### src/hdl/assert_macros.svh
// Assertion macros shared by the RTL files of the fixed-point ALU.
// Each macro expects a clock named clk and an active-low reset named arst_n.
`ifndef ASSERT_MACROS_SVH
`define ASSERT_MACROS_SVH

// Checks a property at every rising clock edge outside reset.
`define FPA_ASSERT(lbl, prop, msg) \
	lbl: assert property (@(posedge clk) disable iff (!arst_n) (prop)) else $error(msg);

// Checks that an antecedent implies a consequent in the same cycle.
`define FPA_ASSERT_IMP(lbl, ante, cons, msg) \
	lbl: assert property (@(posedge clk) disable iff (!arst_n) (ante) |-> (cons)) \
		else $error(msg);

`endif

### src/hdl/fpa_pkg.sv
// Package for the fixed-point ALU: command codes, result record and
// saturation helpers. Depends on nothing.
package fpa_pkg;

	localparam int FRAC_BITS_DEF = 8;

	typedef enum logic [3:0] {
		CMD_ADD      = 4'd0,
		CMD_SUB      = 4'd1,
		CMD_MUL      = 4'd2,
		CMD_DIV      = 4'd3,
		CMD_EQ       = 4'd4,
		CMD_NE       = 4'd5,
		CMD_LT       = 4'd6,
		CMD_GT       = 4'd7,
		CMD_LE       = 4'd8,
		CMD_GE       = 4'd9,
		CMD_MIN      = 4'd10,
		CMD_MAX      = 4'd11,
		CMD_INC      = 4'd12,
		CMD_DEC      = 4'd13,
		CMD_FROM_INT = 4'd14,
		CMD_TO_INT   = 4'd15
	} cmd_t;

	// A clamped 32-bit value and its saturation flag.
	typedef struct packed {
		logic [31:0] value;
		logic        sat;
	} val_t;

	// Result record carried along the divider chain.
	typedef struct packed {
		logic [31:0] value;
		logic        cmp;
		logic        sat;
		logic        dz;
		logic        is_div;
		logic        neg;
	} res_t;

	// Clamps a signed 64-bit value to the 32-bit range.
	function automatic val_t clamp_s64(input logic signed [63:0] v);
		val_t r;
		r.sat = 1'b0;
		r.value = v[31:0];
		if (v > $signed(64'h0000_0000_7FFF_FFFF)) begin
			r.sat = 1'b1;
			r.value = 32'h7FFF_FFFF;
		end else if (v < $signed(64'hFFFF_FFFF_8000_0000)) begin
			r.sat = 1'b1;
			r.value = 32'h8000_0000;
		end
		return r;
	endfunction

	// Rebuilds a signed value from sign and magnitude, then clamps it.
	function automatic val_t from_mag(input logic neg, input logic [63:0] mag);
		val_t r;
		logic [63:0] negm;
		negm = ~mag + 64'd1;
		r.sat = 1'b0;
		if (neg) begin
			if (mag > 64'h0000_0000_8000_0000) begin
				r.sat = 1'b1;
				r.value = 32'h8000_0000;
			end else begin
				r.value = negm[31:0];
			end
		end else begin
			if (mag > 64'h0000_0000_7FFF_FFFF) begin
				r.sat = 1'b1;
				r.value = 32'h7FFF_FFFF;
			end else begin
				r.value = mag[31:0];
			end
		end
		return r;
	endfunction

endpackage

### src/hdl/fpa_div_cell.sv
// One restoring-division cell: develops one quotient bit per beat and hands
// the partial remainder to its neighbor. Uses fpa_pkg.
module fpa_div_cell #(
	parameter int NQ = 32 + fpa_pkg::FRAC_BITS_DEF
) (
	input  logic           clk,
	input  logic           arst_n,
	input  logic           in_valid,
	output logic           in_ready,
	input  fpa_pkg::res_t  in_res,
	input  logic [NQ-1:0]  in_nq,
	input  logic [31:0]    in_rem,
	input  logic [31:0]    in_d,
	output logic           out_valid,
	input  logic           out_ready,
	output fpa_pkg::res_t  out_res,
	output logic [NQ-1:0]  out_nq,
	output logic [31:0]    out_rem,
	output logic [31:0]    out_d
);

	logic           valid_q;
	fpa_pkg::res_t  res_q;
	logic [NQ-1:0]  nq_q;
	logic [31:0]    rem_q, d_q;
	logic           en;
	logic [32:0]    trial, diff;
	logic           ge;

	assign en = !valid_q || out_ready;
	assign in_ready = en;

	// Shift in the next numerator bit and subtract the divisor if it fits.
	assign trial = {in_rem, in_nq[NQ-1]};
	assign diff = trial - {1'b0, in_d};
	assign ge = (trial >= {1'b0, in_d});

	always_ff @(posedge clk or negedge arst_n) begin
		if (!arst_n) begin
			valid_q <= 1'b0;
		end else if (en) begin
			valid_q <= in_valid;
		end
	end

	always_ff @(posedge clk) begin
		if (en && in_valid) begin
			res_q <= in_res;
			nq_q <= {in_nq[NQ-2:0], ge};
			rem_q <= ge ? diff[31:0] : trial[31:0];
			d_q <= in_d;
		end
	end

	assign out_valid = valid_q;
	assign out_res = res_q;
	assign out_nq = nq_q;
	assign out_rem = rem_q;
	assign out_d = d_q;

endmodule

### config.mk
export PLATFORM = sky130hd
export DESIGN_NAME = fpa_div_cell
export DESIGN_NICKNAME = d
export VERILOG_FILES = /design/src/hdl/assert_macros.svh /design/src/hdl/fpa_pkg.sv /design/src/hdl/fpa_div_cell.sv
export SDC_FILE = /design/constraint.sdc
export NUM_CORES = 1
export LEC_CHECK = 0
export BUFFER_PORTS_ARGS = -buffer_cell sky130_fd_sc_hd__buf_2
export CAP_MARGIN = 25
export CORE_MARGIN = 2
export CORE_UTILIZATION = 45
export DETAILED_ROUTE_END_ITERATION = 10
export PLACE_DENSITY = 0.76
export SLEW_MARGIN = 10
export SYNTH_ARGS = -nofsm -noshare
export SYNTH_HDL_FRONTEND = slang
export SYNTH_SLANG_ARGS = --single-unit
### constraint.sdc
create_clock -name clk -period 5.1 [get_ports clk]
set_input_delay 1.02 -clock clk [delete_from_list [all_inputs] [get_ports clk]]
set_output_delay 1.02 -clock clk [all_outputs]
set_load 0.1 [all_outputs]
[Word-level counts from Yosys, hierarchy flattened]
Cells that the tools add are included.
Storage, ports and cells
  register bits: 142
  input port bits: 145
  output and inout port bits: 143
  logic and storage cells: 16
Operators by class
  $add $sub $neg: 1
  magnitude comparators: 1
  multiplexer cells: 1
  reductions and logical operators: 3
Operator list (number)
  >= comparator 33 x 32 -> 1 bit: 1
  two-way mux 32 bit: 1
  subtractor 32 bit: 1
  logical AND 1 bit: 1
  zero test 1 bit: 1
  logical OR 1 bit: 1

[Longest topological paths before layout]
Gate-level depths: netlist (run 1).
  word-level depth: 3
  depth in mapped cells: 13
  gate-level depth less buffers: 11

[Worst setup path after synthesis (run 1)]
No wires, ideal clock.
  path type: input-to-reg
  start: input port out_ready
  end: register d_q[0], in the netlist out_d[0], enable pin
  setup time: 516 ps
  arrival: 5167 ps
  path slack: -583 ps
  cell stages on the path: 2
  buffers on the path: 0
  cells stage by stage: nand2b_1 > and2_1
Between the ends
  word-level cells in the longest chain between the ends: 2
RTL lines
  from (decl): RTL line fpa_div_cell.sv:15  | input logic out_ready,
  logical OR 1 bit: RTL line fpa_div_cell.sv:30  | assign en = !valid_q || out_ready;
  logical AND 1 bit: RTL line fpa_div_cell.sv:47  | if (en && in_valid) begin
  to (signal assigned): RTL line fpa_div_cell.sv:51  | d_q <= in_d;
  to (decl): RTL line fpa_div_cell.sv:25  | logic [31:0] rem_q, d_q;
No other way between the ends.
A chain may end at the register's enable or synchronous reset.

[Worst setup path in the final report (run 1)]
  start: input port in_d[23]
  end: register rem_q[4], in the netlist out_rem[4], data pin
Between the ends
  word-level cells in the longest chain between the ends: 2
RTL lines
  from (decl): RTL line fpa_div_cell.sv:13  | input logic [31:0] in_d,
  >= comparator 33 x 32 -> 1 bit: RTL line fpa_div_cell.sv:36  | assign ge = (trial >= {1'b0, in_d});
  two-way mux 32 bit: RTL line fpa_div_cell.sv:50  | rem_q <= ge ? diff[31:0] : trial[31:0];
  to (signal assigned): RTL line fpa_div_cell.sv:50
  to (decl): RTL line fpa_div_cell.sv:25
No other way between the ends.

==> results.ini, run 1 <==
[synth]
ys.flop_type = edfxtp_1
syn_inst = 504
synth.yosys.seq_area_share_pct = 64.5
yosysTopAreaCell = edfxtp_1
syn_area_per_cell_um2 = 13.1
yosysTopAreaCellShare_pct = 64.1
synth_edf_count = 141
ys_types = 50
synthesis.area_mm2 = 0.00661
yosysWarnings = 0
yosys-top-cells-area = edfxtp_1 (64%), ha_1 (6.1%), a21oi_1 (4.1%)
async_flop_share_pct = 0.704
synth_fp_nets = 682
synth-seq-cells = 142

[die]
design.core.area_mm2 = 0.0144
num_rows = 44
die_area_mm2 = 0.0157
die_width_um = 125
initial_core_util_pct = 45.8
die_h_um = 125
num_io_pins = 288

[power]
power_mw = 3.75
p_per_area_mw_per_mm2 = 425
p_leak_nw = 3.92
ir_worst_vdd_v = 0.000231

[timing]
final-setup-viol-count = 0
setup_ws_ps = 1440
clock_skew_ps = 5.33
fin_crit_sh_pct = 71.7
max_freq_mhz = 273
setup_tns_ps = 0
hold_viol_final = 0
hold_ws_ps = 371
min_period_ps = 3660
worst_pin_slew_ps = 737
rsz0062_at_grt = no
relSlewSlack_pct = 50.9
slew_violations = 0

[global_route]
antenna_found_initial = 1
grt_pass1_vias = 4959
grt_max_degree = 142
gr-total-overflow = 0
grt_pass1_wl_um = 27400
grtUsageTotal_pct = 23.2

[placement]
io_buffer_count = 287
post-place-ws_ps = 1060
routabilityCongestion = 0.824
hpwl_um = 14100

[clock_network]
cts_buffers = 17
cts.clk_slew.worst_paths_ps = 60
htree_num_levels = 4
clk_latency_ps = 430
clk_path_buf_depth = 2
cts_root_buf = clkbuf_16
cts_sinks = 142
hold_buffers = 0
cts_setup_buffers = 0
cts.repair.resized = 0
cts_tree = built

[job]
drv_cap = 0

[status]
status = complete, no violations

[setup_path]
cp.required_ps = 5280
arrival_ps = 3840
crit_fanout = 35
cp-end-kind = register
critPathKind = in -> reg
startpoint_type = input pin
ff2ff_setup_slack_ps = 3430

[layout]
fin_util_pct = 61.2
mostFrequentLayoutCells = buf_2 (287), edfxtp_1 (141), a21oi_1 (54)
drive_gt1_share_pct = 41.5
final_common_cell = buf_2
syn_to_final_growth_pct = 33.6
fin_nets = 974
fillCellCount = 1187

[routing]
ant_nets = 0
firstDrtPassIters = 5
wl_um = 18300
drtIter0Drc = 324
dr_total_vias = 5062
vias_per_cell = 5.09
drc = 0
wire_per_inst_um = 18.4

[worst_hold_path]
hold_class = in -> async

[flip-flops by register name, summed over array words and instances (netlist names)]
name	count
out_res	37
out_valid	1
out_rem	32
out_nq	40
out_d	32
[where the power goes]
group	switching, mW	internal [mW]	total [mW]
logic	0.825	0.233	1.06
registers	0.0192	1.39	1.41
clock network	0.504	0.779	1.28
total	1.35	2.40	3.75
[cell usage after synthesis (4+ instances only)]
cell type	count
nand4_1	8
nand3_1	8
nand2b_1	9
buf_6	5
o21ai_0	17
o31ai_1	7
nor2_1	37
o21bai_1	5
buf_2	5
xor2_1	10
o21a_1	6
ha_1	32
inv_1	46
o21ai_1	4
a21oi_1	54
and2_1	4
a21o_1	8
xnor2_1	16
nand2_1	24
mux2_4	8
edfxtp_1	141
clkbuf_1	6
[through the flow]
step           instance area [um2]  std cells
2_1_floorplan                 6610        504
3_3_place_gp                  8190        960
3_5_place_dp                  8210        961
4_1_cts                       8820        993
5_1_grt                       8820        993
6_report                      8820        994
[path summary, 6_finish.rpt]
path | depth (start not counted) | endpoint | from
setup / recovery | 10 | out_rem[4] | in_d[23]
hold / removal | 1 | out_valid | arst_n
setup reg to reg | 3 | out_d[11] | out_valid
hold reg to reg | 2 | out_valid | out_valid
max in group asynchronous | 1 | out_valid | arst_n
min in group clk | 2 | out_valid | out_valid
[area by class of cell]
cell class | count | area (um2) | share of cell area [%]
multi-input cells | 299 | 2070 | 23.4
clock buffers | 18 | 429 | 4.86
flip-flops and latches | 142 | 4260 | 48.3
repair buffers | 290 | 1480 | 16.8
inverters | 46 | 173 | 1.96
well taps | 184 | 230 | 2.61
clock inverters | 14 | 179 | 2.03
diodes | 1 | 2.50 | 0.0284
[kinds of logic after synthesis]
logic type | share of synthesized area [%]
buf+inv | 4.30
simple gates | 8.20
mux | 2.12
compound gates | 11.1
flops | 64.5
xor+xnor | 3.45
fa+ha+maj | 6.36
[per-layer routing]
layer	global-route usage [%]	share of wire, %	wire length (um)	up-vias
met1	25.9	38	7000	2357
met5	0	0	0	-
met2	39.3	50	9120	216
met4	11.4	4.0	728	0
li1	-	-	-	2447
met3	8.73	8.0	1470	42
[worst max-delay path, cell delays in order]
cell and delay (ps):
buf_2 90, inv_1 40, ha_1 400, and3_1 320, nand4_1 210, nor4b_1 470
a21o_1 210, o21a_2 480, buf_12 270, mux2_4 310
Power figures use the tool's default switching activity.
==> run 2, diff against run 1 <==
==> constraint.sdc (replaced) <==
create_clock -name clk -period 3.4 [get_ports clk]
set_input_delay 0.68 -clock clk [delete_from_list [all_inputs] [get_ports clk]]
set_output_delay 0.68 -clock clk [all_outputs]
set_load 0.1 [all_outputs]
==> run 2 against run 1 <==
  * Clock skew down 0.71 ps
  * Register-to-register slack worse by 1600 ps
  * Count of clock-buffer cells in the layout down 1
  * Worst setup slack worse by 950 ps
  * Non-clock buffer count up 16
  * Largest cell class unchanged
  * Highest routed layer is now met5
==> results.ini, run 2 (same netlist as run 1, synthesis figures left out) <==
[status]
status = complete, no violations

[placement]
io_buffer_count = 287
dp_cells = 976
dpl_cell_area_mm2 = 0.00835
routabilityCongestion = 0.839
hpwl_um = 14100

[die]
num_rows = 44
die_h_um = 125
die_area_mm2 = 0.0157
die_width_um = 125
num_io_pins = 288
initial_core_util_pct = 45.8
design.core.area_mm2 = 0.0144

[setup_path]
critPathKind = in -> reg
max_stage_delay_ps = 410
path_delay_family = compound AO/OA/AOI/OAI gates
r2r_start = out_valid
critPathLaunch = in_nq[39]
startpoint_type = input pin
crit_fanout = 7
cp.required_ps = 3580
crit_buf_inv = 2
cp-end-kind = register
path_cells = buf_2, inv_1, ha_1, fa_1, nor2b_1, o2111ai_1, a21oi_1, o31ai_1, a21oi_2, a211oi_1, xnor2_1, mux2_4
critPathSlowestCell = fa_1
arrival_ps = 3080

[timing]
rsz0062_at_grt = no
setup_tns_ps = 0
max_freq_mhz = 344
worst_pin_slew_ps = 529
slew_violations = 0
fin_crit_sh_pct = 85.4
final-setup-viol-count = 0
hold_viol_final = 0
relSlewSlack_pct = 64.9
min_period_ps = 2900
clock_skew_ps = 4.62

[routing]
dr_total_vias = 5156
drc = 0
wire_per_inst_um = 17.9
firstDrtPassIters = 5
drtIter0Drc = 366
wl_um = 18100
vias_per_cell = 5.10
ant_nets = 0

[power]
p_per_area_mw_per_mm2 = 624
ir_worst_vdd_v = 0.000309
p_leak_nw = 3.99
power_mw = 5.59

[clock_network]
cts_root_buf = clkbuf_16
cts_tree = built
cts.clk_slew.worst_paths_ps = 70
cts_sinks = 142
htree_num_levels = 4
clk_path_buf_depth = 2
clk_latency_ps = 430
cts.repair.resized = 0
cts_buffers = 17

[layout]
mostFrequentLayoutCells = buf_2 (287), edfxtp_1 (141), a21oi_1 (54)
fin_area_mm2 = 0.00896
fillCellCount = 1171
syn_to_final_growth_pct = 35.6
fin_util_pct = 62.1
stdcell_count = 1010
fin_nets = 990
largest_reg_flops = 40
final_common_cell = buf_2
drive_gt1_share_pct = 42.8

[global_route]
grtUsageMet3_pct = 7.32
grt_pass1_vias = 5082
use_met1_pct = 27.4
grt_use_met2_pct = 39.2
antenna_found_initial = 2
grt_pass1_wl_um = 27600
grt_max_degree = 94
grtUsageTotal_pct = 23.2
gr-total-overflow = 0
busiest_layer = met2

[job]
drv_cap = 0

[worst_hold_path]
min_from = in_nq[28]
hold_class = in -> reg

-- run 2: changes by cell type in the layout (fill, tap and decap cells not counted), sizes merged --
cell	previous run	this run
bufinv	3	1
inv	52	54
dlygate4sd3	0	1
buf	290	305
clkbuf	18	17
clkinvlp	1	2
-- run 2: path summary, 6_finish.rpt --
check | cells past startpoint | slack, ps | endpoint
max | 12 | 500 | out_rem[30]
min | 1 | 420 | out_nq[29]
max reg2reg | 3 | 1880 | out_d[10]
min reg2reg | 2 | 570 | out_valid
max in group asynchronous | 2 | 2750 | out_valid
min in group asynchronous | 2 | 570 | out_valid
-- run 2: stage by stage --
| stage | setup slack (ps) | hold slack (ps) |
|---|---|---|
| CTS | 478 | 4.09 |
| global placement | 63.5 | 456 |
| global route | 116 | 407 |
| detailed placement | 16.6 | 460 |
| floorplan | 142 | 384 |
| finish | 496 | 423 |
-- run 2: repair_timing --
item,4_1_cts,5_1_grt
hold buffers,0,1
hold endpoints to repair,0,1
setup buffers,0,0
-- run 2: where the power goes --
part	internal, mW	leakage, nW	switching (mW)
logic	0.379	2.36	1.24
registers	2.09	1.35	0.0287
clock network	1.04	0.285	0.807
-- run 2: area by class of cell --
type / instances / area (um2) / share of cell area [%]
well taps: 184 / 230 / 2.57
clock buffers: 17 / 425 / 4.75
diodes: 1 / 2.50 / 0.0279
clock inverters: 15 / 170 / 1.90
multi-input cells: 299 / 2070 / 23.1
inverters: 46 / 173 / 1.93
repair buffers: 306 / 1630 / 18.2
flip-flops and latches: 142 / 4260 / 47.5
-- run 2: metal layers --
metal / wire length [um] / vias up / share of wire [%]
li1: - / 2483 / -
met1: 7020 / 2432 / 39
met2: 9150 / 205 / 51
met3: 1370 / 34 / 7.5
met4: 529 / 2 / 2.9
met5: 10 / - / 0.055
