<file path="config.mk">
export PLATFORM = sky130hd
export DESIGN_NAME = fpa_front
export DESIGN_NICKNAME = d
export VERILOG_FILES = /design/src/hdl/assert_macros.svh /design/src/hdl/fpa_pkg.sv /design/src/hdl/fpa_front.sv
export SDC_FILE = /design/constraint.sdc
export NUM_CORES = 2
export LEC_CHECK = 0
export BUFFER_PORTS_ARGS = -buffer_cell sky130_fd_sc_hd__buf_2
export CAP_MARGIN = 40
export CORE_MARGIN = 3
export CORE_UTILIZATION = 45
export CTS_BUF_LIST = sky130_fd_sc_hd__clkbuf_2 sky130_fd_sc_hd__clkbuf_4 sky130_fd_sc_hd__clkbuf_8
export CTS_CLUSTER_DIAMETER = 40
export CTS_CLUSTER_SIZE = 28
export DETAILED_ROUTE_END_ITERATION = 12
export GPL_ROUTABILITY_DRIVEN = 0
export GPL_TIMING_DRIVEN = 0
export SYNTH_ARGS = -nofsm -noshare
export SYNTH_HDL_FRONTEND = slang
export SYNTH_SLANG_ARGS = --single-unit
</file>
<file path="constraint.sdc">
create_clock -name clk -period 12.3 [get_ports clk]
set_input_delay 2.46 -clock clk [delete_from_list [all_inputs] [get_ports clk]]
set_output_delay 2.46 -clock clk [all_outputs]
set_load 0.005 [all_outputs]
</file>
<file path="src/hdl/assert_macros.svh">
// Assertion macros shared by the RTL files of the fixed-point ALU.
// Each macro expects a clock named clk and an active-low reset named arst_n.
`ifndef ASSERT_MACROS_SVH
`define ASSERT_MACROS_SVH

// Checks a property at every rising clock edge outside reset.
`define FPA_ASSERT(lbl, prop, msg) \
	lbl: assert property (@(posedge clk) disable iff (!arst_n) (prop)) else $error(msg);

// Checks that an antecedent implies a consequent in the same cycle.
`define FPA_ASSERT_IMP(lbl, ante, cons, msg) \
	lbl: assert property (@(posedge clk) disable iff (!arst_n) (ante) |-> (cons)) \
		else $error(msg);

`endif

</file>
<file path="src/hdl/fpa_pkg.sv">
// Package for the fixed-point ALU: command codes, result record and
// saturation helpers. Depends on nothing.
package fpa_pkg;

	localparam int FRAC_BITS_DEF = 8;

	typedef enum logic [3:0] {
		CMD_ADD      = 4'd0,
		CMD_SUB      = 4'd1,
		CMD_MUL      = 4'd2,
		CMD_DIV      = 4'd3,
		CMD_EQ       = 4'd4,
		CMD_NE       = 4'd5,
		CMD_LT       = 4'd6,
		CMD_GT       = 4'd7,
		CMD_LE       = 4'd8,
		CMD_GE       = 4'd9,
		CMD_MIN      = 4'd10,
		CMD_MAX      = 4'd11,
		CMD_INC      = 4'd12,
		CMD_DEC      = 4'd13,
		CMD_FROM_INT = 4'd14,
		CMD_TO_INT   = 4'd15
	} cmd_t;

	// A clamped 32-bit value and its saturation flag.
	typedef struct packed {
		logic [31:0] value;
		logic        sat;
	} val_t;

	// Result record carried along the divider chain.
	typedef struct packed {
		logic [31:0] value;
		logic        cmp;
		logic        sat;
		logic        dz;
		logic        is_div;
		logic        neg;
	} res_t;

	// Clamps a signed 64-bit value to the 32-bit range.
	function automatic val_t clamp_s64(input logic signed [63:0] v);
		val_t r;
		r.sat = 1'b0;
		r.value = v[31:0];
		if (v > $signed(64'h0000_0000_7FFF_FFFF)) begin
			r.sat = 1'b1;
			r.value = 32'h7FFF_FFFF;
		end else if (v < $signed(64'hFFFF_FFFF_8000_0000)) begin
			r.sat = 1'b1;
			r.value = 32'h8000_0000;
		end
		return r;
	endfunction

	// Rebuilds a signed value from sign and magnitude, then clamps it.
	function automatic val_t from_mag(input logic neg, input logic [63:0] mag);
		val_t r;
		logic [63:0] negm;
		negm = ~mag + 64'd1;
		r.sat = 1'b0;
		if (neg) begin
			if (mag > 64'h0000_0000_8000_0000) begin
				r.sat = 1'b1;
				r.value = 32'h8000_0000;
			end else begin
				r.value = negm[31:0];
			end
		end else begin
			if (mag > 64'h0000_0000_7FFF_FFFF) begin
				r.sat = 1'b1;
				r.value = 32'h7FFF_FFFF;
			end else begin
				r.value = mag[31:0];
			end
		end
		return r;
	endfunction

endpackage

</file>
<file path="src/hdl/fpa_front.sv">
// Front stages of the fixed-point ALU: operand register with the product,
// then all non-divide results and the divider setup. Uses fpa_pkg.
module fpa_front #(
	parameter int FRAC_BITS = fpa_pkg::FRAC_BITS_DEF,
	parameter int NQ = 32 + FRAC_BITS
) (
	input  logic                clk,
	input  logic                arst_n,
	input  logic                in_valid,
	output logic                in_ready,
	input  logic [3:0]          command,
	input  logic signed [31:0]  operand_a,
	input  logic signed [31:0]  operand_b,
	output logic                out_valid,
	input  logic                out_ready,
	output fpa_pkg::res_t       out_res,
	output logic [NQ-1:0]       out_nq,
	output logic [31:0]         out_d
);

	logic                v_s1, v_s2;
	logic                en_s1, en_s2;
	fpa_pkg::cmd_t       cmd_s1;
	logic signed [31:0]  a_s1, b_s1;
	logic signed [63:0]  prod_s1;
	fpa_pkg::res_t       res_s2;
	logic [NQ-1:0]       nq_s2;
	logic [31:0]         d_s2;

	assign en_s1 = !v_s1 || en_s2;
	assign en_s2 = !v_s2 || out_ready;
	assign in_ready = en_s1;

	// Stage one registers the operands and their full product.
	always_ff @(posedge clk or negedge arst_n) begin
		if (!arst_n) begin
			v_s1 <= 1'b0;
		end else if (en_s1) begin
			v_s1 <= in_valid;
		end
	end

	always_ff @(posedge clk) begin
		if (en_s1 && in_valid) begin
			cmd_s1 <= fpa_pkg::cmd_t'(command);
			a_s1 <= operand_a;
			b_s1 <= operand_b;
			prod_s1 <= 64'(operand_a) * 64'(operand_b);
		end
	end

	logic signed [63:0]  a64, b64;
	logic [31:0]         abs_a, abs_b;
	logic [63:0]         pmag, pround;
	fpa_pkg::res_t       res_c;
	fpa_pkg::val_t       vr;

	assign a64 = 64'(a_s1);
	assign b64 = 64'(b_s1);
	assign abs_a = a_s1[31] ? (~a_s1 + 32'd1) : a_s1;
	assign abs_b = b_s1[31] ? (~b_s1 + 32'd1) : b_s1;
	assign pmag = prod_s1[63] ? (~prod_s1 + 64'd1) : prod_s1;
	assign pround = (pmag + (64'd1 << (FRAC_BITS - 1))) >> FRAC_BITS;

	// Results of every command except a divide by a nonzero divisor.
	always_comb begin
		res_c = '0;
		vr = '0;
		res_c.neg = a_s1[31] ^ b_s1[31];
		unique case (cmd_s1)
			fpa_pkg::CMD_ADD:      vr = fpa_pkg::clamp_s64(a64 + b64);
			fpa_pkg::CMD_SUB:      vr = fpa_pkg::clamp_s64(a64 - b64);
			fpa_pkg::CMD_MUL:      vr = fpa_pkg::from_mag(prod_s1[63], pround);
			fpa_pkg::CMD_DIV: begin
				res_c.dz = (b_s1 == 32'sd0);
				res_c.is_div = (b_s1 != 32'sd0);
			end
			fpa_pkg::CMD_EQ:       res_c.cmp = (a_s1 == b_s1);
			fpa_pkg::CMD_NE:       res_c.cmp = (a_s1 != b_s1);
			fpa_pkg::CMD_LT:       res_c.cmp = (a_s1 < b_s1);
			fpa_pkg::CMD_GT:       res_c.cmp = (a_s1 > b_s1);
			fpa_pkg::CMD_LE:       res_c.cmp = (a_s1 <= b_s1);
			fpa_pkg::CMD_GE:       res_c.cmp = (a_s1 >= b_s1);
			fpa_pkg::CMD_MIN:      vr.value = (a_s1 <= b_s1) ? a_s1 : b_s1;
			fpa_pkg::CMD_MAX:      vr.value = (a_s1 >= b_s1) ? a_s1 : b_s1;
			fpa_pkg::CMD_INC:      vr = fpa_pkg::clamp_s64(a64 + 64'sd1);
			fpa_pkg::CMD_DEC:      vr = fpa_pkg::clamp_s64(a64 - 64'sd1);
			fpa_pkg::CMD_FROM_INT: vr = fpa_pkg::clamp_s64(a64 <<< FRAC_BITS);
			fpa_pkg::CMD_TO_INT:   vr = fpa_pkg::from_mag(a_s1[31],
				64'(abs_a) >> FRAC_BITS);
		endcase
		res_c.value = vr.value;
		res_c.sat = vr.sat;
	end

	// Stage two holds the results and the divider's starting operands.
	always_ff @(posedge clk or negedge arst_n) begin
		if (!arst_n) begin
			v_s2 <= 1'b0;
		end else if (en_s2) begin
			v_s2 <= v_s1;
		end
	end

	always_ff @(posedge clk) begin
		if (en_s2 && v_s1) begin
			res_s2 <= res_c;
			nq_s2 <= {abs_a, {FRAC_BITS{1'b0}}};
			d_s2 <= abs_b;
		end
	end

	assign out_valid = v_s2;
	assign out_res = res_s2;
	assign out_nq = nq_s2;
	assign out_d = d_s2;

endmodule

</file>
# [Word level (Yosys, flattened, before mapping)]
# Cells that the tools add are included.
[word_totals] reg_bits=235 inputBits=72 out_inout_bits=111 word_cells=104
[op_classes] n_eq_ne=17 n_addsub=10 muxes=28 n_bitwise=6 reduce_logical=9 multipliers=1 n_lt_le_gt_ge=18
[ops] operator="33-bit 2-to-1 mux" n=12
[ops] operator="32-bit case mux with 9 select lines" n=1
[ops] operator="32-bit 2-to-1 mux" n=6
[ops] operator="33-bit by 32-bit greater-than comparator with 1-bit output (second input constant)" n=4
[ops] operator="33-bit by 32-bit < comparator with 1-bit output (second input constant)" n=4
[ops] operator="32-bit by 1-bit adder with 32-bit output (second input constant)" n=4
[ops] operator="32-bit NOT" n=3
[ops] operator="64-bit by 1-bit adder with 64-bit output (second input constant)" n=1
[ops] operator="64-bit by 8-bit adder with 64-bit output (second input constant)" n=1
[ops] operator="32-bit by 32-bit multiplier with 64-bit output" n=1
[ops] operator="64-bit 2-to-1 mux" n=1
[ops] operator="64-bit NOT" n=1
[ops] operator="31-bit 2-to-1 mux" n=2
[ops] operator="56-bit by 31-bit greater-than comparator with 1-bit output (second input constant)" n=1
[ops] operator="56-bit by 32-bit greater-than comparator with 1-bit output (second input constant)" n=1
[ops] operator="40-bit by 32-bit greater-than comparator with 1-bit output (second input constant)" n=1
[ops] operator="40-bit by 32-bit < comparator with 1-bit output (second input constant)" n=1
[ops] operator="32-bit by 2-bit adder with 33-bit output (second input constant)" n=1
[ops] operator="32-bit by 32-bit adder with 33-bit output" n=1
[ops] operator="32-bit by 2-bit subtractor with 33-bit output (second input constant)" n=1
[ops] operator="32-bit by 32-bit subtractor with 33-bit output" n=1
[ops] operator="32-bit == test" n=1
[ops] operator="4-bit == test (second input constant)" n=8
[ops] operator="32-bit greater-or-equal comparator" n=1
[ops] operator="20 further kinds" n=30

# [Longest topological paths before layout]
[depth] ltp_word=9 depth_mapped=32 mapped_depth_nobuf=31

# [Least setup slack after synthesis]
# Ideal clock, no wire load.
[synth_timing] path_kind="input to register" start="input port operand_b[4]" end="register prod_s1[63], data pin" n_path_buf=1 slack_ns=1.838 t_arrival_ns=10.202 stages=32 setup_ns=0.260 required_time_ns=12.040 cell_sequence="clkbuf_1 nand2_1 fa_1 inv_1 fa_1 inv_1 fa_1 fa_1 inv_1 fa_1 inv_1 fa_1 inv_1 fa_1 inv_1 fa_1 inv_1 ha_1 a21o_1 a21o_1 a21oi_1 nand3_1 o21ai_0 o31a_1 o31a_1 o21ai_0 a41o_1 a221oi_1 nand3b_1 a31o_2 a21oi_1 xnor2_1"
[synth_between] elab_chain_cells=1
[synth_lines] item="start: declaration" line_no="fpa_front.sv:13" text="input logic signed [31:0] operand_b,"
[synth_lines] item="32-bit by 32-bit multiplier with 64-bit output" line_no="fpa_front.sv:48" text="prod_s1 <= 64'(operand_a) * 64'(operand_b);"
[synth_lines] item="end signal: assignment" line_no="fpa_front.sv:48"
[synth_lines] item="end: declaration" line_no="fpa_front.sv:25" text="logic signed [63:0] prod_s1;"
# No other way between the ends.
# A chain may end at the register's enable or synchronous reset.

# [Final worst setup path]
[layout_timing] start="input port operand_a[13]" end="register prod_s1[62], data pin"
[layout_between] elab_chain_cells=1
[layout_lines] item="start: declaration" line_no="fpa_front.sv:12" text="input logic signed [31:0] operand_a,"
[layout_lines] item="32-bit by 32-bit multiplier with 64-bit output" line_no="fpa_front.sv:48"
# No other way between the ends.

==> flow_summary.ini <==
[grt]
grt_pass1_vias = 50000
busiest_layer = met2
use_met1_pct = 44.1
met3_usage_pct = 11.0
grt_first_pass_wirelength_um = 339000
grt_max_degree = 69
grt_usage_pct = 35.5
antenna_found_initial = 29
grt_util_met2_pct = 53.2
overflow = 0

[logic_synthesis]
synth-edff-count = 233
ys_ff_latch = 235
syn_area_per_cell_um2 = 9.07
synth_area_um2 = 57500
ys_seq_area_share_pct = 12.2
synth_ff_type = edfxtp_1
ys_warn_count = 0
synth_cells = 6344
synth.distinct_cells = 108
synth-async-reset-ratio_pct = 0.851

[route]
route.detailed.drc = 0
drt-total-wl_um = 232000
initialDrtViolationCount = 5876
wl_per_cell_um = 27.8
vias = 49900
drt_pre_antenna_iters = 8
viasPerCell = 5.97
antenna_left = 0

[die]
die_h_um = 364
core-area_um2 = 126000
dieWidth_um = 364
num_rows = 130
dieArea_um2 = 132000
ios = 183
initial_utilization_pct = 45.6

[clock_network]
path_clk_slew_ns = 0.08
post_cts_buffers = 0
cts_buffers = 36
clk_latency_ns = 0.69
clockRootBuffer = clkbuf_8
cts_htree_levels = 2
clock-sinks = 235
cts_tree = built
cts_buffer_depth = 3

[timing]
hold_viol_final = 0
holdWs_ns = 0.501
relSlewSlack_pct = 23.1
min_period_ns = 12.01
drv_slew = 0
setup_violations = 0
post-route-period-util_pct = 97.6
worst_pin_slew_ns = 1.15
finalClockSkew_ns = 0.0747
fmax_mhz = 83.3
rsz0062_at_grt = yes

[layout]
final_area_um2 = 62300
fill_cells = 12200
area_growth_pct = 8.36
drive_above_1_share_pct = 6.88
nNetsFinal = 8060
layout_common_cells = 1177 x inv_1, 1083 x fa_1, 682 x nand2_1
final_common_cell = inv_1

[placement]
port_buffers = 174
dpl.hpwl_um = 192000
placed_area_um2 = 61300

[worst_setup_path]
start_kind = input pin
max_stage_delay_ns = 0.75
cp.arrival_ns = 12.38
cpMostUsedCell = fa_1
critPathSlowestCell = clkbuf_1
path_class = input pin to flop
cp-end-kind = flop
required_ns = 12.67
crit_fanout = 10

[run_status]
status = completed

[min_path]
worst_hold_path_type = flop to flop

[flow_run]
maxCapViolations = 0
flip-flops by register name, summed over array words and instances (netlist names):
signal     cells
prod_s1       64
out_res       37
a_s1          32
b_s1          32
out_d         32
out_nq        32
cmd_s1         4
out_valid      1
v_s1           1
stage by stage:
step | utilization (%) | TNS, ns | setup slack, ns | cells
after CTS | 49.3 | 0 | 0.0690 | 8315
after floorplan | - | 0 | 1.84 | 6351
after global placement | 47.9 | -3.33 | -0.782 | 8175
after detailed placement | 48.6 | -1.98 | -0.581 | 8249
final | 49.4 | 0 | 0.289 | 8347
after global routing | 49.4 | 0 | 0.000566 | 8329
final timing paths:
kind                               start     endpoint  slack (ns)  cells past startpoint
max                        operand_a[13]  prod_s1[62]        0.29                     30
min                                 v_s1    out_valid        0.50                      1
max reg2reg                  prod_s1[63]  out_res[16]        1.86                     26
min reg2reg                         v_s1    out_valid        0.50                      1
max in group asynchronous         arst_n    out_valid       10.65                      1
min in group asynchronous         arst_n         v_s1        1.56                      1
routing by layer:
metal | routed length [µm] | vias up | part of all wire (%)
met5 | 31 | - | 0.013
met1 | 84000 | 24700 | 36
met2 | 98800 | 3420 | 43
li1 | - | 20900 | -
met3 | 29400 | 844 | 13
met4 | 19500 | 4 | 8.4
cell usage after synthesis, types with 43 or more instances:
cell type	number	area, µm²
or3_1	46	288
a21o_1	82	616
xnor2_1	242	2120
a21oi_1	180	901
ha_1	257	3220
nor2_1	230	863
nand2_1	682	2560
fa_1	1084	21700
nand3_1	88	440
nand2b_1	47	294
edfxtp_1	233	7000
clkbuf_1	323	1210
xor2_1	95	832
nor4_1	52	325
and2_1	528	3300
nor3_1	78	390
inv_1	1177	4420
o31ai_1	43	323
nand4_1	65	407
o21ai_0	134	671
critical path, delay by kind of cell:
family / cells / cell delay (ns)
AOI/OAI and AO/OA: 13 / 3.72
xor gates and xnor gates: 1 / 0.15
adders and majority gates: 9 / 4.50
buffers and inverters: 6 / 1.26
and+or+nand+nor: 1 / 0.26
cell families (layout without fill, tap and decap cells):
kind of cell / Yosys count / count (layout) / share of synthesized area, %
adders and majority gates: 1341 / 1341 / 43.3
buffers and inverters: 1555 / 1879 / 10.4
muxes: 29 / 29 / 0.542
AOI/OAI and AO/OA: 853 / 853 / 10.5
DFF: 235 / 235 / 12.2
and+or+nand+nor: 1993 / 1993 / 17.8
xor gates and xnor gates: 337 / 337 / 5.13
other: 1 / 30 / 0.00652
layout make-up:
cell class                      instances  area (µm²)  area share [%]
Clock inverter                         28         340           0.546
Inverter                             1179        4430            7.10
Multi-Input combinational cell       4561       44600            71.5
Clock buffer                           38         523           0.839
Buffer                                370        1520            2.44
Timing Repair Buffer                  264        1810            2.91
Antenna cell                           22        55.1          0.0883
Tap cell                             1650        2060            3.31
Sequential cell                       235        7050            11.3
repair_timing:
action,CTS,global route
setup endpoints to repair,0,6
hold buffers,0,0
gates resized for setup,0,9
Power is left out: the tool's default activity adds up to more than one toggle a clock period on the data nets, which glitch-free logic cannot reach.
