### config.mk
export PLATFORM = sky130hd
export DESIGN_NAME = fpa_back
export DESIGN_NICKNAME = d
export VERILOG_FILES = /design/src/hdl/assert_macros.svh /design/src/hdl/fpa_pkg.sv /design/src/hdl/fpa_back.sv
export SDC_FILE = /design/constraint.sdc
export NUM_CORES = 1
export LEC_CHECK = 0
export ABC_CLOCK_PERIOD_IN_PS = 4000
export BUFFER_PORTS_ARGS = -buffer_cell sky130_fd_sc_hd__buf_2
export CAP_MARGIN = 20
export CORE_ASPECT_RATIO = 1.25
export CORE_MARGIN = 8
export CORE_UTILIZATION = 25
export DETAILED_ROUTE_END_ITERATION = 8
export GPL_TIMING_DRIVEN = 0
export PLACE_DENSITY = 0.53
export SYNTH_ARGS = -nofsm -noshare
export SYNTH_HDL_FRONTEND = slang
export SYNTH_SLANG_ARGS = --single-unit
### constraint.sdc
create_clock -name clk -period 4 [get_ports clk]
set_input_delay 0.4 -clock clk [delete_from_list [all_inputs] [get_ports clk]]
set_output_delay 0.4 -clock clk [all_outputs]
set_load 0.05 [all_outputs]
### src/hdl/assert_macros.svh
// Assertion macros shared by the RTL files of the fixed-point ALU.
// Each macro expects a clock named clk and an active-low reset named arst_n.
`ifndef ASSERT_MACROS_SVH
`define ASSERT_MACROS_SVH

// Checks a property at every rising clock edge outside reset.
`define FPA_ASSERT(lbl, prop, msg) \
	lbl: assert property (@(posedge clk) disable iff (!arst_n) (prop)) else $error(msg);

// Checks that an antecedent implies a consequent in the same cycle.
`define FPA_ASSERT_IMP(lbl, ante, cons, msg) \
	lbl: assert property (@(posedge clk) disable iff (!arst_n) (ante) |-> (cons)) \
		else $error(msg);

`endif

### src/hdl/fpa_pkg.sv
// Package for the fixed-point ALU: command codes, result record and
// saturation helpers. Depends on nothing.
package fpa_pkg;

	localparam int FRAC_BITS_DEF = 8;

	typedef enum logic [3:0] {
		CMD_ADD      = 4'd0,
		CMD_SUB      = 4'd1,
		CMD_MUL      = 4'd2,
		CMD_DIV      = 4'd3,
		CMD_EQ       = 4'd4,
		CMD_NE       = 4'd5,
		CMD_LT       = 4'd6,
		CMD_GT       = 4'd7,
		CMD_LE       = 4'd8,
		CMD_GE       = 4'd9,
		CMD_MIN      = 4'd10,
		CMD_MAX      = 4'd11,
		CMD_INC      = 4'd12,
		CMD_DEC      = 4'd13,
		CMD_FROM_INT = 4'd14,
		CMD_TO_INT   = 4'd15
	} cmd_t;

	// A clamped 32-bit value and its saturation flag.
	typedef struct packed {
		logic [31:0] value;
		logic        sat;
	} val_t;

	// Result record carried along the divider chain.
	typedef struct packed {
		logic [31:0] value;
		logic        cmp;
		logic        sat;
		logic        dz;
		logic        is_div;
		logic        neg;
	} res_t;

	// Clamps a signed 64-bit value to the 32-bit range.
	function automatic val_t clamp_s64(input logic signed [63:0] v);
		val_t r;
		r.sat = 1'b0;
		r.value = v[31:0];
		if (v > $signed(64'h0000_0000_7FFF_FFFF)) begin
			r.sat = 1'b1;
			r.value = 32'h7FFF_FFFF;
		end else if (v < $signed(64'hFFFF_FFFF_8000_0000)) begin
			r.sat = 1'b1;
			r.value = 32'h8000_0000;
		end
		return r;
	endfunction

	// Rebuilds a signed value from sign and magnitude, then clamps it.
	function automatic val_t from_mag(input logic neg, input logic [63:0] mag);
		val_t r;
		logic [63:0] negm;
		negm = ~mag + 64'd1;
		r.sat = 1'b0;
		if (neg) begin
			if (mag > 64'h0000_0000_8000_0000) begin
				r.sat = 1'b1;
				r.value = 32'h8000_0000;
			end else begin
				r.value = negm[31:0];
			end
		end else begin
			if (mag > 64'h0000_0000_7FFF_FFFF) begin
				r.sat = 1'b1;
				r.value = 32'h7FFF_FFFF;
			end else begin
				r.value = mag[31:0];
			end
		end
		return r;
	endfunction

endpackage

### src/hdl/fpa_back.sv
// Output stage of the fixed-point ALU: rounds and clamps the quotient and
// holds the result beat for the receiver. Uses fpa_pkg.
module fpa_back #(
	parameter int NQ = 32 + fpa_pkg::FRAC_BITS_DEF
) (
	input  logic                clk,
	input  logic                arst_n,
	input  logic                in_valid,
	output logic                in_ready,
	input  fpa_pkg::res_t       in_res,
	input  logic [NQ-1:0]       in_nq,
	input  logic [31:0]         in_rem,
	input  logic [31:0]         in_d,
	output logic                out_valid,
	input  logic                out_stall,
	output logic signed [31:0]  result_value,
	output logic                compare_true,
	output logic                saturated,
	output logic                divide_by_zero
);

	logic           valid_q;
	logic           en;
	logic           round_up;
	logic [NQ:0]    qm;
	fpa_pkg::val_t  qv;

	assign en = !valid_q || !out_stall;
	assign in_ready = en;

	// Round half away from zero: bump when twice the remainder reaches d.
	assign round_up = ({in_rem, 1'b0} >= {1'b0, in_d});
	assign qm = {1'b0, in_nq} + (NQ+1)'(round_up);
	assign qv = fpa_pkg::from_mag(in_res.neg, 64'(qm));

	always_ff @(posedge clk or negedge arst_n) begin
		if (!arst_n) begin
			valid_q <= 1'b0;
		end else if (en) begin
			valid_q <= in_valid;
		end
	end

	always_ff @(posedge clk) begin
		if (en && in_valid) begin
			result_value <= in_res.is_div ? qv.value : in_res.value;
			saturated <= in_res.is_div ? qv.sat : in_res.sat;
			compare_true <= in_res.cmp;
			divide_by_zero <= in_res.dz;
		end
	end

	assign out_valid = valid_q;

endmodule
# == Word-level counts from Yosys, hierarchy flattened ==
# Cells that the tools add are included.
# word_totals
reg_bits,36
latch_bits,0
mem_bits_rw,0
mem_bits_ro,0
input_bits,145
out_inout_bits,37
word_cells,22
n_memories,0
# op_classes
add_sub_neg,2
mul,0
div,0
order_cmp,3
n_eq_ne,0
n_shift,0
mux,7
n_bitwise,1
reduce_logical,4
# ops
op,count
2-to-1 mux 32 bit,3
adder 40 x 1 -> 41 bit,1
"> comparator 41 x 31 -> 1 bit, second input constant",1
"> comparator 41 x 32 -> 1 bit, second input constant",1
>= comparator 33 x 32 -> 1 bit,1
2-to-1 mux 33 bit,1
"adder 32 x 1 -> 32 bit, second input constant",1
inverter 32 bit,1
2-to-1 mux 1 bit,3
logical NOT 1 bit,2
logical AND 1 bit,1
logical OR 1 bit,1

# == Longest topological paths before layout ==
# Gate-level depths: netlist of the first run.
# depth
depth_word,7
mapped_depth,25
depth_no_buf,23

# == Worst setup path before layout of the first run ==
# Ideal clock, no wire load.
# synth_path
path_type,input-to-reg
startpoint,in in_d[30]
endpoint,reg result_value[12] (data pin)
setup_time_ns,0.150
arrival_ns,4.968
required_ns,3.850
setup_slack_ns,-1.118
path_stages,22
n_path_buf,2
path_cell_list,inv_1 -> ha_1 -> nand2_1 -> nor4_1 -> and2_1 -> nand3_1 -> o211ai_1 -> a21oi_1 -> o211ai_1 -> ha_1 -> ha_1 -> buf_2 -> nand3_1 -> nor4_1 -> xor2_1 -> or4b_1 -> buf_2 -> nor4_4 -> nand4_2 -> o21a_1 -> or4_4 -> o211ai_2
# synth_between
elab_chain_len,7
elab_cells_between_ends,10
cone_classes,2 x add/sub; 3 x order compare; 4 x mux; 1 x bitwise
# synth_lines
element,line,source
from (decl),fpa_back.sv:13,"input logic [31:0] in_d,"
>= comparator 33 x 32 -> 1 bit (*),fpa_back.sv:32,"assign round_up = ({in_rem, 1'b0} >= {1'b0, in_d});"
adder 40 x 1 -> 41 bit (*),fpa_back.sv:33,"assign qm = {1'b0, in_nq} + (NQ+1)'(round_up);"
inverter 32 bit,fpa_pkg.sv:61,negm = ~mag + 64'd1;
adder 32 x 1 -> 32 bit,fpa_pkg.sv:61,
2-to-1 mux 32 bit,fpa_pkg.sv:64,if (mag > 64'h0000_0000_8000_0000) begin
2-to-1 mux 33 bit (*),fpa_pkg.sv:63,if (neg) begin
2-to-1 mux 32 bit (*),fpa_back.sv:46,result_value <= in_res.is_div ? qv.value : in_res.value;
to (signal assigned),fpa_back.sv:46,
to (decl),fpa_back.sv:16,"output logic signed [31:0] result_value,"
# Mark *: on every way between the ends. The rest lies on a longest branch, timed or not.
# A chain may end at the register's enable or synchronous reset.

# == Worst setup path in the final report of the first run ==
# layout_path
startpoint,in in_rem[0]
endpoint,reg result_value[7] (data pin)
# layout_between
elab_chain_len,7
elab_cells_between_ends,10
cone_classes,2 x add/sub; 3 x order compare; 4 x mux; 1 x bitwise
# layout_lines
element,line,source
from (decl),fpa_back.sv:12,"input logic [31:0] in_rem,"
>= comparator 33 x 32 -> 1 bit (*),fpa_back.sv:32,
adder 40 x 1 -> 41 bit (*),fpa_back.sv:33,
inverter 32 bit,fpa_pkg.sv:61,
adder 32 x 1 -> 32 bit,fpa_pkg.sv:61,
2-to-1 mux 32 bit,fpa_pkg.sv:64,
2-to-1 mux 33 bit (*),fpa_pkg.sv:63,
2-to-1 mux 32 bit (*),fpa_back.sv:46,
# Marked as above.

==> impl.org, run 1 <==
** Logic synthesis
- Of all cell types, the one taking the most synthesized area is sky130_fd_sc_hd__edfxtp_1.
- Of the synthesized area, sequential elements account for 20.7%.
- The cell area that synthesis handed to floorplanning was 5200 um2.
- Number of register bits inferred by synthesis :: 36
- In the post-synthesis netlist, the cell with the most instances is sky130_fd_sc_hd__nor2_1.
- Primary FF master, synth :: sky130_fd_sc_hd__edfxtp_1
- Main area contributors after synthesis :: sky130_fd_sc_hd__edfxtp_1 (20%), sky130_fd_sc_hd__ha_1 (8.4%), sky130_fd_sc_hd__nor2_1 (5.1%), sky130_fd_sc_hd__xnor2_1 (4.7%), sky130_fd_sc_hd__nand2_1 (3.6%)
- Distinct cells, synth :: 75
- Averaged over all synthesized cells, the footprint is 7.57 um2.
- Yosys mapped a number of flops with a built-in enable equal to 35.
- After synthesis, the share of flip-flops with an asynchronous set or reset is 2.78%.
- Synth warnings :: 0
- The synthesized design devotes to its leading area cell type 20.2% of total area.
- In the synthesized netlist, the cells that appear most often are sky130_fd_sc_hd__nor2_1 (70), sky130_fd_sc_hd__nand2_1 (50), sky130_fd_sc_hd__inv_1 (44).
- Total nets after synthesis :: 866
- Syn Inst Count :: 686

** Global route
- Sum of overflow across all layers after global routing :: 0
- The first global-routing pass estimated 32.8 mm of wire.
- Via count of the first global-routing pass :: 6,181
- The initial antenna violation count was 6.
- Entering global routing, the biggest net connects 36 pins.
- Overall routing resource usage :: 15.8%

** Critical path
- Worst reg2reg path depth :: 2
- Crit. End Element :: register
- In this run the worst path has a maximum fanout of 6.
- The worst setup path is of the input port to register kind.
- CP arrival :: 4730 ps
- For the worst setup path, the data required time is 4080 ps.
- STA classifies the critical path startpoint as an input port.

** Worst hold path
- The tightest min-delay check is of the input port to register type.
- Number of cells on the worst hold path :: 1

** Run
- Across the run, the number of max-cap violations was 0.

** Floorplanning
- Width of the die :: 145 um
- The region available for standard cell placement spans 20,600 um2.
- The initial utilization of the core area, before any placement, comes to 25.2%.
- From bottom edge to top edge, the die measures 177 um.
- Die outline area :: 25,700 um2
- Cell row count :: 59
- Number of ports placed on the die boundary :: 182

** Clock tree
- TritonCTS built the clock tree.
- CTS buffer count :: 5
- The later pin in the worst-skew pair is clocked with a latency of 280 ps.
- Worst-case clock buffer depth :: 2
- The clock drives 36 sinks.
- Clock-pin slew was measured on the worst setup and hold paths at 60 ps.
- The tree is rooted in a sky130_fd_sc_hd__clkbuf_16.
- CTS H-tree lvls :: 2

** Power
- Part of the total power dissipated in the clock network :: 25.9%
- Pwr Density :: 185 nW/um2
- The analysis attributes to cell leakage a power of 3.27 nW.
- Switching share of total power :: 36.6%
- Peak supply drop :: 0.144 mV
- Switching component of the power :: 0.545 mW
- Power, Total :: 1.49 mW
- Combinational share of power :: 43.9%
- Power Internal :: 0.946 mW
- Seq pwr share :: 30.1%

** Drt
- After detailed routing, the number of vias per cell comes to 5.24.
- Detailed routing inserted a total of 6,283 vias.
- Count of routing violations after the opening detailed-route iteration :: 413
- DRC violations left :: 0
- Post-route ant nets :: 0
- After detailed routing, the average wire length per cell comes to 18.0 um.
- Pre-antenna DRT Iters :: 5
- The final layout contains routed wiring with a total length of 21.6 mm.

** Finish
- For this run, the share of the core covered by cells in the final layout is 39.1%.
- Share of layout cells above drive strength 1 :: 43.7%
- Layout Nets :: 1,103
- With fillers left out, the area of the finished cells amounts to 8050 um2.
- Layout Area Growth over Synthesis :: 54.8%

** STA
- Final setup violation count :: 33
- Counting I/O delays and the setup requirement, the final critical path takes 4650 ps.
- Final Hold Fails :: 0
- Across the routed clock network, the largest skew measured is 5.24 ps.
- Unrepaired setup endpoints after global routing :: yes
- Final period util :: 116%
- Headroom to the max-slew limit came out at 45.1%.
- Across all setup checks in the final design, the least slack found is -651 ps.
- Total count of max-transition violations in the final report :: 0
- Maximum operating frequency :: 215 MHz
- Transition time of the tightest slew-check pin :: 823 ps

** Status
- The run finished, with violations left.
- The final reports fail on setup timing.

** Place
- Worst slack, placed :: -1730 ps
- Placer's final routability congestion estimate :: 0.945
- Placed cell area :: 6520 um2
- Input and output buffers added on the ports amount to 171.
- Half-perimeter wire length of the detailed placement result :: 17.0 mm
-- repair_timing --
item / 4_1_cts / 5_1_grt
pin swaps: 39 / 37
setup endpoints to repair: 33 / 33
hold endpoints to repair: 1 / 0
hold buffers: 1 / 0
buffers inserted: 40 / 20
resized for setup: 88 / 95
gates cloned: 2 / 1
-- cell families after synthesis --
family,Yosys count,synth area share (%)
AO/OA/AOI/OAI,154,20.7
XOR/XNOR,40,6.74
adder cells (fa/ha/maj),35,8.43
buffers and inverters,85,7.06
flip-flops,36,20.7
multiplexers,8,1.59
AND/OR/NAND/NOR,328,34.8
-- cells in the final DEF, fill, tap and decap left out, types with 6 or more instances in the layout --
cell | synthesis | final
sky130_fd_sc_hd__nand4_1 | 29 | 29
sky130_fd_sc_hd__a21oi_2 | 0 | 6
sky130_fd_sc_hd__nor4_1 | 29 | 15
sky130_fd_sc_hd__o21a_1 | 9 | 7
sky130_fd_sc_hd__clkbuf_1 | 15 | 11
sky130_fd_sc_hd__xor2_1 | 12 | 6
sky130_fd_sc_hd__o21ai_0 | 18 | 10
sky130_fd_sc_hd__nor4_4 | 1 | 11
sky130_fd_sc_hd__mux2i_1 | 6 | 6
sky130_fd_sc_hd__edfxtp_1 | 35 | 35
sky130_fd_sc_hd__or3_1 | 6 | 6
sky130_fd_sc_hd__ha_1 | 35 | 26
sky130_fd_sc_hd__inv_1 | 44 | 41
sky130_fd_sc_hd__a21o_1 | 7 | 7
sky130_fd_sc_hd__and3_1 | 14 | 11
sky130_fd_sc_hd__buf_2 | 16 | 174
sky130_fd_sc_hd__and4_1 | 12 | 10
sky130_fd_sc_hd__nor2_1 | 70 | 70
sky130_fd_sc_hd__ha_4 | 0 | 9
sky130_fd_sc_hd__or2_2 | 10 | 7
sky130_fd_sc_hd__a31oi_1 | 17 | 13
sky130_fd_sc_hd__nor3_2 | 2 | 13
sky130_fd_sc_hd__nand3_2 | 1 | 7
sky130_fd_sc_hd__nand2b_1 | 7 | 7
sky130_fd_sc_hd__buf_4 | 5 | 56
sky130_fd_sc_hd__nand2_1 | 50 | 47
sky130_fd_sc_hd__buf_6 | 1 | 21
sky130_fd_sc_hd__nand3_1 | 28 | 20
sky130_fd_sc_hd__o211ai_1 | 16 | 16
sky130_fd_sc_hd__xnor2_1 | 28 | 24
sky130_fd_sc_hd__a21oi_1 | 32 | 25
sky130_fd_sc_hd__nor3_1 | 31 | 17
-- flip-flops by register name, indices dropped and copies added (netlist names) --
signal and count:
result_value 32, compare_true 1, divide_by_zero 1, out_valid 1, saturated 1
-- critical path, stage by stage --
cell and delay (ps):
sky130_fd_sc_hd__buf_6 100, sky130_fd_sc_hd__ha_4 220, sky130_fd_sc_hd__nor2b_4 120, sky130_fd_sc_hd__o21a_1 160
sky130_fd_sc_hd__o21a_1 160, sky130_fd_sc_hd__o21a_1 160, sky130_fd_sc_hd__o21a_1 180, sky130_fd_sc_hd__o21ai_2 150
sky130_fd_sc_hd__a21oi_2 70, sky130_fd_sc_hd__o211ai_1 180, sky130_fd_sc_hd__o211ai_1 170, sky130_fd_sc_hd__ha_4 230
sky130_fd_sc_hd__ha_4 180, sky130_fd_sc_hd__nand3_4 100, sky130_fd_sc_hd__nor4_4 50, sky130_fd_sc_hd__xor2_2 160
sky130_fd_sc_hd__or4b_4 580, sky130_fd_sc_hd__nor4_4 390, sky130_fd_sc_hd__nand4_4 150, sky130_fd_sc_hd__o21ai_4 260
sky130_fd_sc_hd__buf_6 170, sky130_fd_sc_hd__a31oi_1 80, sky130_fd_sc_hd__a311oi_1 310
-- final cells by class --
cell class	instances	area, um2
Clock inverter	2	10.0
Tap cell	274	343
Clock buffer	6	139
Buffer	35	218
Inverter	45	174
Fill cell	2144	12600
Timing Repair Buffer	234	1420
Antenna cell	1	2.50
Sequential cell	36	1080
Multi-Input combinational cell	566	4670
-- routing by layer --
metal | part of all wire (%) | up-vias | GRT usage, %
met3 | 6.8 | 59 | 3.50
met5 | 0.30 | - | 0
met2 | 48 | 258 | 27.6
met1 | 40 | 2872 | 18.0
li1 | - | 3082 | -
met4 | 4.7 | 12 | 7.42
-- per-stage QoR --
stage | TNS (ps) | instances | hold slack, ps
3_5_place_dp | -53970 | 1131 | 176
2_1_floorplan | -21830 | 686 | 104
6_report | -18460 | 1199 | 292
4_1_cts | -21810 | 1180 | 290
5_1_grt | -26680 | 1198 | 292
3_3_place_gp | -52960 | 1131 | 175
-- path summary, 6_finish.rpt --
check / startpoint / endpoint / slack [ps]
max: in_rem[0] / result_value[7] / -650
min: in_res[2] / divide_by_zero / 290
max reg2reg: out_valid / result_value[28] / 2460
min reg2reg: out_valid / out_valid / 510
max in group asynchronous: arst_n / out_valid / 3490
min in group asynchronous: arst_n / out_valid / 430
-- power by group through the flow --
stage | clock (mW) | combinational [mW] | sequential [mW]
after floorplan | 0 | 0.269 | 0.540
after global placement | 0 | 0.542 | 0.458
after detailed placement | 0 | 0.545 | 0.458
after CTS | 0.395 | 0.599 | 0.450
after global routing | 0.407 | 0.711 | 0.452
final | 0.387 | 0.655 | 0.450
No activity file was read; power rests on OpenSTA's default activity.
==> run 2: changes to the inputs <==
- CORE_UTILIZATION: 25 -> 47
- PLACE_DENSITY: 0.53 -> 0.83
==> run 2 against run 1 <==
Net effect:
- maximum frequency down 3.1%
- design area down 2.2%
- sequential share of layout area up 0.31 points
- critical path type unchanged
- critical path depth down 1
- clock power up 15%
- via count up 6.7%
- combinational power up 0.8%
- clock-buffer cell count down 1
- the run still ends with setup timing left
- hold slack worse by 1.1 ps
==> impl.org, run 2 (synthesis results as in run 1) <==
** Status
- Status :: finished, violations left (unchanged)
- Violations in the final reports :: setup timing (unchanged)

** Global route
- Largest net degree at the start of global routing :: 25 (was 36)
- The initial antenna violation count was 0 (was 6).
- Sum of overflow across all layers after global routing :: 0 (unchanged)
- Overall routing resource usage :: 26.3% (was 15.8%)
- First-pass GRT wire length :: 31.4 mm (was 32.8 mm)
- The via count of the first global-routing pass came to 6,543 (was 6,181).

** STA
- Unrepaired setup endpoints after global routing :: yes (unchanged)
- The accumulated negative setup slack came to -19,490 ps (was -18,460 ps).
- The final setup skew was 5.60 ps (was 5.24 ps).
- The achievable clock frequency is 208 MHz (was 215 MHz).
- Min Hold Slack :: 291 ps (was 292 ps)
- The number of setup violations in the final report came to 33 (unchanged).
- The worst setup slack after layout came to -797 ps (was -651 ps).
- The actual slew at the worst max-slew pin is 777 ps (was 823 ps).
- The final period utilization was 120% (was 116%).
- Worst max-slew margin expressed relative to the limit :: 48.2% (was 45.1%)
- The hold violation total from the final report came to 0 (unchanged).
- The time the final worst path needs with I/O delays and setup came to 4800 ps (was 4650 ps).
- Total count of max-transition violations in the final report :: 0 (unchanged)

** Critical path
- Worst reg2reg path depth :: 3 (was 2)
- Data required time of the worst path :: 4050 ps (was 4080 ps)
- Worst path bufs/invs :: 3 (was 2)
- The cell family with the largest share of critical-path delay was simple AND/OR/NAND/NOR gates (was compound AO/OA/AOI/OAI gates).
- CP max-delay cell :: sky130_fd_sc_hd__or4b_4 (unchanged)
- Type of origin of the critical path :: input port (unchanged)
- The endpoint type of the worst setup path was a register (unchanged).
- The critical path arrival was 4850 ps (was 4730 ps).
- The capture point of the worst reg-to-reg path is result_value[28] (unchanged).
- The worst-case register-to-register setup slack came to 2420 ps (was 2460 ps).
- Origin of the critical flop-to-flop path :: out_valid (unchanged)
- Stage delay of the slowest cell on the critical path :: 550 ps (was 580 ps)
- The maximum fanout along the worst path is 7 (was 6).
- The most numerous cell on the critical path is sky130_fd_sc_hd__ha_4 (was sky130_fd_sc_hd__o21a_1).
- Critical Path, Cell by Cell :: buf_6 -> inv_2 -> ha_4 -> nand2_4 -> nor4_4 -> and2_4 -> nand3_2 -> o211ai_1 -> a21oi_1 -> o211ai_1 -> ha_4 -> ha_4 -> and3_4 -> nand4_4 -> o21a_4 -> or4b_4 -> nor4_4 -> nand4_4 -> o21ai_4 -> buf_6 -> a31oi_1 -> a311oi_1 (was buf_6 -> ha_4 -> nor2b_4 -> o21a_1 -> o21a_1 -> o21a_1 -> o21a_1 -> o21ai_2 -> a21oi_2 -> o211ai_1 -> o211ai_1 -> ha_4 -> ha_4 -> nand3_4 -> nor4_4 -> xor2_2 -> or4b_4 -> nor4_4 -> nand4_4 -> o21ai_4 -> buf_6 -> a31oi_1 -> a311oi_1)
- The origin of the worst setup path is in_d[30] (was in_rem[0]).
- Category of the most critical setup path :: input port to register (unchanged)

** Floorplanning
- Number of ports placed on the die boundary :: 182 (unchanged)
- The die span in y came to 134 um (was 177 um).
- The core box area was 10,900 um2 (was 20,600 um2).
- The number of placement rows came to 43 (was 59).
- Width of the die :: 110 um (was 145 um)
- The area of the die is 14,700 um2 (was 25,700 um2).
- The effective utilization at floorplan came to 47.6% (was 25.2%).

** Power
- The worst voltage drop across the vdd grid is 0.218 mV (was 0.144 mV).
- The overall power of the completed layout is 1.55 mW (was 1.49 mW).
- Pwr Density :: 198 nW/um2 (was 185 nW/um2)
- Leakage power total :: 3.25 nW (was 3.27 nW)

** Finish
- The register with the most flip-flops was result_value (unchanged).
- Layout Area Growth over Synthesis :: 51.4% (was 54.8%)
- The filler cell count came to 828 (was 2,144).
- Number of flip-flops under the largest register name :: 32 (unchanged)
- The post-layout net count came to 1,095 (was 1,103).
- Top library cells by usage in the layout, fill and taps aside :: sky130_fd_sc_hd__buf_2 (165), sky130_fd_sc_hd__nor2_1 (70), sky130_fd_sc_hd__buf_4 (49) (was sky130_fd_sc_hd__buf_2 (174), sky130_fd_sc_hd__nor2_1 (70), sky130_fd_sc_hd__buf_4 (56))
- The most common cell after layout, fill and taps aside is sky130_fd_sc_hd__buf_2 (unchanged).
- Antenna cells :: 0 (was 1)
- Area of all sequential standard cells :: 1080 um2 (unchanged)
- Area of combinational cells with multiple inputs :: 4630 um2 (was 4670 um2)
- Share of layout cells above drive strength 1 :: 42.9% (was 43.7%)

** Drt
- The number of remaining DRC errors is 0 (unchanged).
- Routed metal-1 wire length :: 7.22 mm (was 8.61 mm)
- Top Metal Used :: met4 (was met5)
- The total routed wirelength was 21.2 mm (was 21.6 mm).
- The met3 wirelength from detailed routing was 2.37 mm (was 1.47 mm).
- Routed met2 length :: 10.4 mm (about the same)
- The post-detailed-route wirelength per cell came to 20.2 um (was 18.0 um).
- The remaining antenna violation count is 0 (unchanged).
- The number of vias after detailed routing came to 6,707 (was 6,283).
- Pre-antenna DRT Iters :: 6 (was 5)
- The iteration-0 DRC count of the detailed router is 658 (was 413).
- The via density per instance was 6.38 (was 5.24).

** Place
- The weighted congestion at the end of routability-driven global placement came to 0.998 (was 0.945).
- The number of port buffers was 171 (unchanged).
- Half-perimeter wire length of the detailed placement result :: 15.1 mm (was 17.0 mm)

** Clock tree
- Skew-Pair Late Insertion Delay :: 280 ps (about the same)
- Worst-case clock buffer depth :: 2 (unchanged)
- Total clock sinks :: 36 (unchanged)
- TritonCTS clock tree :: built (unchanged)
- Buffer cell driving the clock tree root :: sky130_fd_sc_hd__clkbuf_16 (unchanged)
- The clock-pin slew reported for the worst setup and hold paths after clock tree synthesis came to 60 ps (about the same).
- The number of H-tree levels is 2 (unchanged).
- The total CTS buffers is 5 (unchanged).

** Worst hold path
- Min-Delay Startpoint :: in_res[2] (unchanged)
- The end of the worst hold path is divide_by_zero (unchanged).
- Path class of the lowest-slack min-delay path :: input port to register (unchanged)
- Number of cells on the worst hold path :: 1 (unchanged)

** Run
- Max_cap viols :: 0 (unchanged)
[run 2: metal layers]
metal,global-route usage (%),vias to the layer above
met5,0,-
met4,16.5,0
met3,5.17,107
met2,45.1,520
met1,28.5,3023
li1,-,3057
[run 2: power by group]
group / switching (mW) / internal [mW]
combinational: 0.401 / 0.259
sequential: 0.00513 / 0.445
clock: 0.152 / 0.292
total: 0.558 / 0.997
[run 2: layout make-up]
cell class	instances	share of cell area, %
inverters	45	2.24
flip-flops and latches	36	13.7
multi-input cells	565	58.8
well taps	135	2.15
clock buffers	5	1.59
repair buffers	226	18.1
plain buffers	36	2.91
clock inverters	3	0.541
[run 2: how the worst max path moves through the flow]
stage	endpoint	cells after the start
3_3_place_gp	result_value[18]	19
2_1_floorplan	saturated	24
5_1_grt	result_value[7]	24
3_5_place_dp	result_value[28]	20
6_report	result_value[7]	22
4_1_cts	saturated	23
[run 2: repair_timing]
action | in CTS | in global routing
setup buffers | 36 | 15
pin swaps | 40 | 35
endpoints found under the hold margin | 1 | 0
endpoints found under the setup margin | 33 | 33
hold buffers | 1 | 0
cloned | 0 | 2
resized for setup | 100 | 85
[run 2: per-stage QoR]
step,utilization (%),setup slack (ps),cells,instance area [um2]
finish,72.0,-797,1051,7870
detailed placement,58.4,-1610,993,6370
CTS,67.2,-719,1036,7340
global route,72.0,-989,1051,7870
floorplan,-,-782,686,5320
global placement,58.1,-1530,992,6350
